$ cat src/hw/rtl/whpc_pkg.sv
// ----------------------------------------------------------------------------
// Waypoint heading controller package
// Shared widths, register and state codes, and the arctangent angle table.
// ----------------------------------------------------------------------------
package whpc_pkg;

  localparam int MAX_WAYPOINTS_DEF = 64;
  localparam int ATAN_STEPS_DEF    = 16;

  localparam int IN_W       = 112;
  localparam int OUT_W      = 80;
  localparam int CFG_IDX_W  = 3;
  localparam int CFG_DATA_W = 16;

  localparam int DIFF_W  = 25;  // waypoint minus position, Q16.8
  localparam int XY_W    = 48;  // rotation vector
  localparam int Z_W     = 28;  // accumulated angle, Q.24
  localparam int MUL_W   = 26;  // shared multiplier operand
  localparam int PROD_W  = 52;
  localparam int LEVEL_W = 22;
  localparam int ERR_W   = 17;
  localparam int EFF_W   = 21;

  localparam logic signed [15:0]    PI_Q13      = 16'sd25736;
  localparam logic signed [17:0]    TWO_PI_Q13  = 18'sd51472;
  localparam logic signed [Z_W-1:0] HALF_PI_Q24 = 28'sd26353589;

  typedef enum logic [CFG_IDX_W-1:0] {
    CFG_GAIN   = 3'd0,
    CFG_BASE   = 3'd1,
    CFG_LSCALE = 3'd2,
    CFG_RSCALE = 3'd3,
    CFG_RADIUS = 3'd4,
    CFG_MINSAT = 3'd5,
    CFG_TOTAL  = 3'd6
  } cfg_reg_t;

  typedef enum logic [4:0] {
    ST_IDLE,
    ST_READ,
    ST_DIFF,
    ST_SQX,
    ST_SQY,
    ST_SQR,
    ST_CMP,
    ST_CSTART,
    ST_CWAIT,
    ST_ERR,
    ST_EMUL,
    ST_ECLAMP,
    ST_LMUL,
    ST_LCLAMP,
    ST_RCLAMP,
    ST_FIN,
    ST_OUT
  } state_t;

  typedef enum logic [1:0] {
    CS_IDLE,
    CS_ITER,
    CS_ROUND
  } cordic_state_t;

  typedef struct packed {
    logic busy;
    logic done;
  } cordic_stat_t;

  // Rotation angles atan(2^-i) in Q.24 radians.
  function automatic logic signed [Z_W-1:0] atan_angle(input logic [4:0] step);
    logic signed [Z_W-1:0] a;
    case (step)
      5'd0:  a = 28'sd13176795;
      5'd1:  a = 28'sd7778716;
      5'd2:  a = 28'sd4110060;
      5'd3:  a = 28'sd2086331;
      5'd4:  a = 28'sd1047214;
      5'd5:  a = 28'sd524117;
      5'd6:  a = 28'sd262123;
      5'd7:  a = 28'sd131069;
      5'd8:  a = 28'sd65536;
      5'd9:  a = 28'sd32768;
      5'd10: a = 28'sd16384;
      5'd11: a = 28'sd8192;
      5'd12: a = 28'sd4096;
      5'd13: a = 28'sd2048;
      5'd14: a = 28'sd1024;
      5'd15: a = 28'sd512;
      5'd16: a = 28'sd256;
      5'd17: a = 28'sd128;
      5'd18: a = 28'sd64;
      5'd19: a = 28'sd32;
      5'd20: a = 28'sd16;
      5'd21: a = 28'sd8;
      5'd22: a = 28'sd4;
      5'd23: a = 28'sd2;
      default: a = '0;
    endcase
    return a;
  endfunction

endpackage

$ cat src/hw/rtl/whpc_cordic.sv
// ----------------------------------------------------------------------------
// Iterative arctangent unit
// Vectoring-mode rotation, one step per cycle, result rounded to Q3.13.
// ----------------------------------------------------------------------------
module whpc_cordic #(
  parameter int ATAN_STEPS = whpc_pkg::ATAN_STEPS_DEF
) (
  input  logic                                   clk,
  input  logic                                   rst,
  input  logic                                   start,
  input  logic signed [whpc_pkg::DIFF_W-1:0]     dx,
  input  logic signed [whpc_pkg::DIFF_W-1:0]     dy,
  output whpc_pkg::cordic_stat_t                 stat,
  output logic signed [15:0]                     bearing
);

  localparam int CW = (ATAN_STEPS > 1) ? $clog2(ATAN_STEPS) : 1;

  whpc_pkg::cordic_state_t cstate, cstate_next;
  logic signed [whpc_pkg::XY_W-1:0] x, y, xs, ys, x0, y0;
  logic signed [whpc_pkg::Z_W-1:0]  z;
  logic [CW-1:0]                    step;
  logic                             done;
  logic signed [whpc_pkg::Z_W-1:0]  zr;
  logic signed [whpc_pkg::Z_W-12:0] r;

  assign x0 = whpc_pkg::XY_W'(dx) <<< 20;
  assign y0 = whpc_pkg::XY_W'(dy) <<< 20;
  assign xs = x >>> step;
  assign ys = y >>> step;
  assign zr = z + 28'sd1024;
  assign r  = zr[whpc_pkg::Z_W-1:11];

  assign stat.busy = (cstate != whpc_pkg::CS_IDLE);
  assign stat.done = done;

  always_comb begin
    cstate_next = cstate;
    case (cstate)
      whpc_pkg::CS_IDLE: begin
        if (start) begin
          cstate_next = (dx == '0 && dy == '0) ? whpc_pkg::CS_ROUND : whpc_pkg::CS_ITER;
        end
      end
      whpc_pkg::CS_ITER: begin
        if (step == CW'(ATAN_STEPS - 1)) begin
          cstate_next = whpc_pkg::CS_ROUND;
        end
      end
      whpc_pkg::CS_ROUND: cstate_next = whpc_pkg::CS_IDLE;
      default: cstate_next = whpc_pkg::CS_IDLE;
    endcase
  end

  always_ff @(posedge clk) begin
    if (rst) begin
      cstate <= whpc_pkg::CS_IDLE;
      done   <= 1'b0;
    end else begin
      cstate <= cstate_next;
      done   <= (cstate == whpc_pkg::CS_ROUND);
    end
  end

  always_ff @(posedge clk) begin
    case (cstate)
      whpc_pkg::CS_IDLE: begin
        step <= '0;
        if (start) begin
          if (dx == '0 && dy == '0) begin
            z <= '0;
          end else if (x0 < 0) begin
            // Left half plane: turn by a quarter first.
            if (y0 >= 0) begin
              x <= y0;
              y <= -x0;
              z <= whpc_pkg::HALF_PI_Q24;
            end else begin
              x <= -y0;
              y <= x0;
              z <= -whpc_pkg::HALF_PI_Q24;
            end
          end else begin
            x <= x0;
            y <= y0;
            z <= '0;
          end
        end
      end
      whpc_pkg::CS_ITER: begin
        step <= step + 1'b1;
        if (y >= 0) begin
          x <= x + ys;
          y <= y - xs;
          z <= z + whpc_pkg::atan_angle(5'(step));
        end else begin
          x <= x - ys;
          y <= y + xs;
          z <= z - whpc_pkg::atan_angle(5'(step));
        end
      end
      whpc_pkg::CS_ROUND: begin
        if (r > 17'(whpc_pkg::PI_Q13)) begin
          bearing <= whpc_pkg::PI_Q13;
        end else if (r < -17'(whpc_pkg::PI_Q13)) begin
          bearing <= -whpc_pkg::PI_Q13;
        end else begin
          bearing <= 16'(r);
        end
      end
      default: ;
    endcase
  end

endmodule
$ cat config.mk
export PLATFORM = sky130hd
export DESIGN_NAME = whpc_cordic
export DESIGN_NICKNAME = d
export VERILOG_FILES = /design/src/hw/rtl/whpc_pkg.sv /design/src/hw/rtl/whpc_cordic.sv
export SDC_FILE = /design/constraint.sdc
export NUM_CORES = 1
export LEC_CHECK = 0
export ABC_AREA = 1
export BUFFER_PORTS_ARGS = -buffer_cell sky130_fd_sc_hd__buf_2
export CAP_MARGIN = 20
export CELL_PAD_IN_SITES_DETAIL_PLACEMENT = 0
export CELL_PAD_IN_SITES_GLOBAL_PLACEMENT = 2
export CORE_AREA = 2 2 265 267
export DETAILED_ROUTE_END_ITERATION = 6
export DIE_AREA = 0 0 267 269
export GPL_ROUTABILITY_DRIVEN = 0
export PLACE_DENSITY = 0.89
export SYNTH_ARGS = -nofsm -noshare
export SYNTH_HDL_FRONTEND = slang
export SYNTH_SLANG_ARGS = --single-unit
export TNS_END_PERCENT = 1
$ cat constraint.sdc
create_clock -name clk -period 5.35 [get_ports clk]
set_input_delay 1.07 -clock clk [delete_from_list [all_inputs] [get_ports clk]]
set_output_delay 1.07 -clock clk [all_outputs]
set_load 0.02 [all_outputs]
==> reports/qor.txt <==
Worst vdd ir: 0.300 mV
Antenna viol nets, final: 0
CTS tree: yes
Post-synth EDFFs: 144
CTS root buf: clkbuf_16
Net Sw Frac: 0.589
Slowest CP cell: edfxtp_1
CP startpoint: step[0]
Fmax: 194 MHz
R2R cell count: 25
Max-cap violations: 0
Drt drc: 0
Die Ht: 269 µm
Pint: 6.90 mW
Port bufs: 70
Minimum clock period: 5.14 ns
Hold Buf Count CTS: 0
Sequential element share of the synthesized area: 0.203
Final Hold Fails: 0
Core Region: 0.0693 mm²
Fin. max-slew vios: 0
Nets: 4,170
First-pass GRT wire length: 148 mm
Power Total: 16.8 mW
Synth cell types: 63
Worst setup SP type: flop
Placed cell count: 4,883
RSZ-0062 raised after global routing: yes
Clk Latency, worst-skew pair: 0.52 ns
Final WS setup: 0.207 ns
Row cnt: 97
Yosys top cell by area: edfxtp_1
Power Dens Cells: 637 mW/mm²
Top cells by area, synth: edfxtp_1 (18%), nand2_1 (17%), nand3_1 (11%), ha_1 (7.5%), nor2_1 (6.5%)
Flop2flop setup slack: 0.21 ns
Largest net degree at the start of global routing: 96
Crit path top cell by count: nand2_1
Worst-margin pin slew: 1.14 ns
Main flop type after synthesis: edfxtp_1
Die area: 0.0718 mm²
Most common cell after layout, fill and taps aside: nand2_1
Setup crit end kind: flop
Status: completed
Non-filler instance count after layout: 4,926
Reg2Reg Capture Point: x[43]
Ports: 71
DR vias: 26,800
Fraction of registers with async set/reset: 0
DRT iter0 DRCs: 2,728
Setup TNS: 0 ns
Post-synthesis cell count: 3,931
Die W: 267 µm
Switching power: 9.89 mW
Setup-failing EPs final: 0
Initial core utilization: 0.344
Worst EP required: 5.62 ns
Clock share of power: 0.083
Routed Wire Length: 97.6 mm
Initial antenna violation count: 3
Fin Clk Skew: 0.0217 ns
Post-Syn Nets: 4,130
Final Util: 0.380
Sequential power share: 0.145
Clock tree buffer depth: 2
Num CTS Buffers: 17
Logic pwr share: 0.771
Setup WS pre-CTS: -0.135 ns
Yosys warning count: 0
Vias in the first global route: 24,500
Leak: 11.7 nW
Htree depth: 4
Worst Setup EP: x[43]
Most frequent cells in the layout: nand2_1 (1,063), nand3_1 (515), nor2_1 (400)
Max-slew headroom: 0.230
WS Path Type: reg -> reg
Worst Hold Depth: 1
Critical Path AT: 5.41 ns
Syn_area_per_cell: 6.07 µm²
Share of post-route cells with drive strength above 1: 0.0851
Syn Std Cell Area: 0.0239 mm²
HP Class: reg -> reg
Gr ovfl total: 0
Worst-path fanout max: 45
Flops & latches, synth: 170
DP HPWL: 78.1 mm
Reg clk slew, reported paths: 0.08 ns
Area grow syn2layout: 10.5%
Pre-antenna DRT Iters: 6
Slowest stage delay, CP: 0.50 ns
Vias per inst: 5.44
All-Layer GR Usage: 0.268
WL/cell: 19.8 µm
R2R Path Start: step[0]
Area share of the largest cell type after synthesis: 0.181
Sink Count: 170
Final worst-path cycle share: 0.961
[what timing repair did]
action                                  in CTS  in global routing
cloned                                       0                  3
gates resized for setup                      2                 74
setup buffers                                0                  6
pin swaps                                    0                  9
endpoints found under the setup margin       2                 31
[cell type report]
type / count / area [µm²]
antenna: 2 / 5.00
clock buffer: 18 / 450
clock inverter: 14 / 165
fill: 7692 / 42900
inverter: 357 / 1370
multi-input combinational: 3260 / 17200
sequential: 170 / 4840
tap: 940 / 1180
timing repair buffer: 164 / 1180
timing repair inverter: 1 / 8.76
[Yosys cell counts (15+ instances only)]
cell      instances
o21ai_1          40
clkbuf_1         57
a21oi_1         272
buf_2            43
nor3_1           43
nand4_1          32
a31oi_1          49
nor2_1          414
o221ai_1         23
nand2_1        1067
and2_1           16
nand3_1         519
nor4_1           27
o21a_1           20
nand2_2          26
dfxtp_1          26
o31ai_1          15
o21ai_0         255
inv_1           345
buf_1            22
ha_1            143
edfxtp_1        144
o211ai_1         15
xnor2_1          79
xor2_1           89
[power groups by stage]
stage,Sequential [mW],Combinational (mW),Clock (mW)
2_1_floorplan,2.20,8.82,0
3_3_place_gp,2.47,12.5,0
3_5_place_dp,2.47,12.4,0
4_1_cts,2.44,12.5,1.41
5_1_grt,2.47,14.4,1.45
6_report,2.44,12.9,1.40
[routing by layer]
layer  vias to the layer above  GRT usage  routed length [µm]
met5                         -          0                  26
met3                       111     0.0297                6130
met4                         4     0.0718                2100
li1                      13400          -                   -
met2                       962      0.432               43600
met1                     12300      0.380               45800
[critical path: cells and delay by family (launching register included)]
kind	cells	cell delay [ns]
xor+xnor	1	0.29
fa+ha+maj	1	0.32
flops	1	0.50
simple gates	12	2.12
compound gates	6	0.85
buf+inv	5	0.82
[logic make-up (layout without fill, tap and decap cells)]
kind of cell | Yosys count | after routing | share of synthesized area
DFF | 170 | 170 | 0.203
adders and majority gates | 146 | 146 | 0.0775
and+or+nand+nor | 2201 | 2201 | 0.396
buffers and inverters | 501 | 554 | 0.0868
other | 0 | 2 | 0
xor gates and xnor gates | 168 | 168 | 0.0617
AOI/OAI and AO/OA | 745 | 745 | 0.175
[per-stage QoR]
step | hold slack (ns) | area (µm²)
2_1_floorplan | 0.485 | 23900
3_3_place_gp | 0.549 | 25400
3_5_place_dp | 0.552 | 25400
5_1_grt | 0.590 | 26400
6_report | 0.554 | 26400
4_1_cts | 0.560 | 26000
[how the worst min path moves through the flow]
stage | end | start | slack, ns
final | done | cstate[0] | 0.55
after global routing | done | cstate[0] | 0.59
after CTS | done | cstate[0] | 0.56
after detailed placement | done | cstate[0] | 0.55
after global placement | done | cstate[0] | 0.55
after floorplan | done | cstate[0] | 0.49
(Power assumes the default switching activity.)
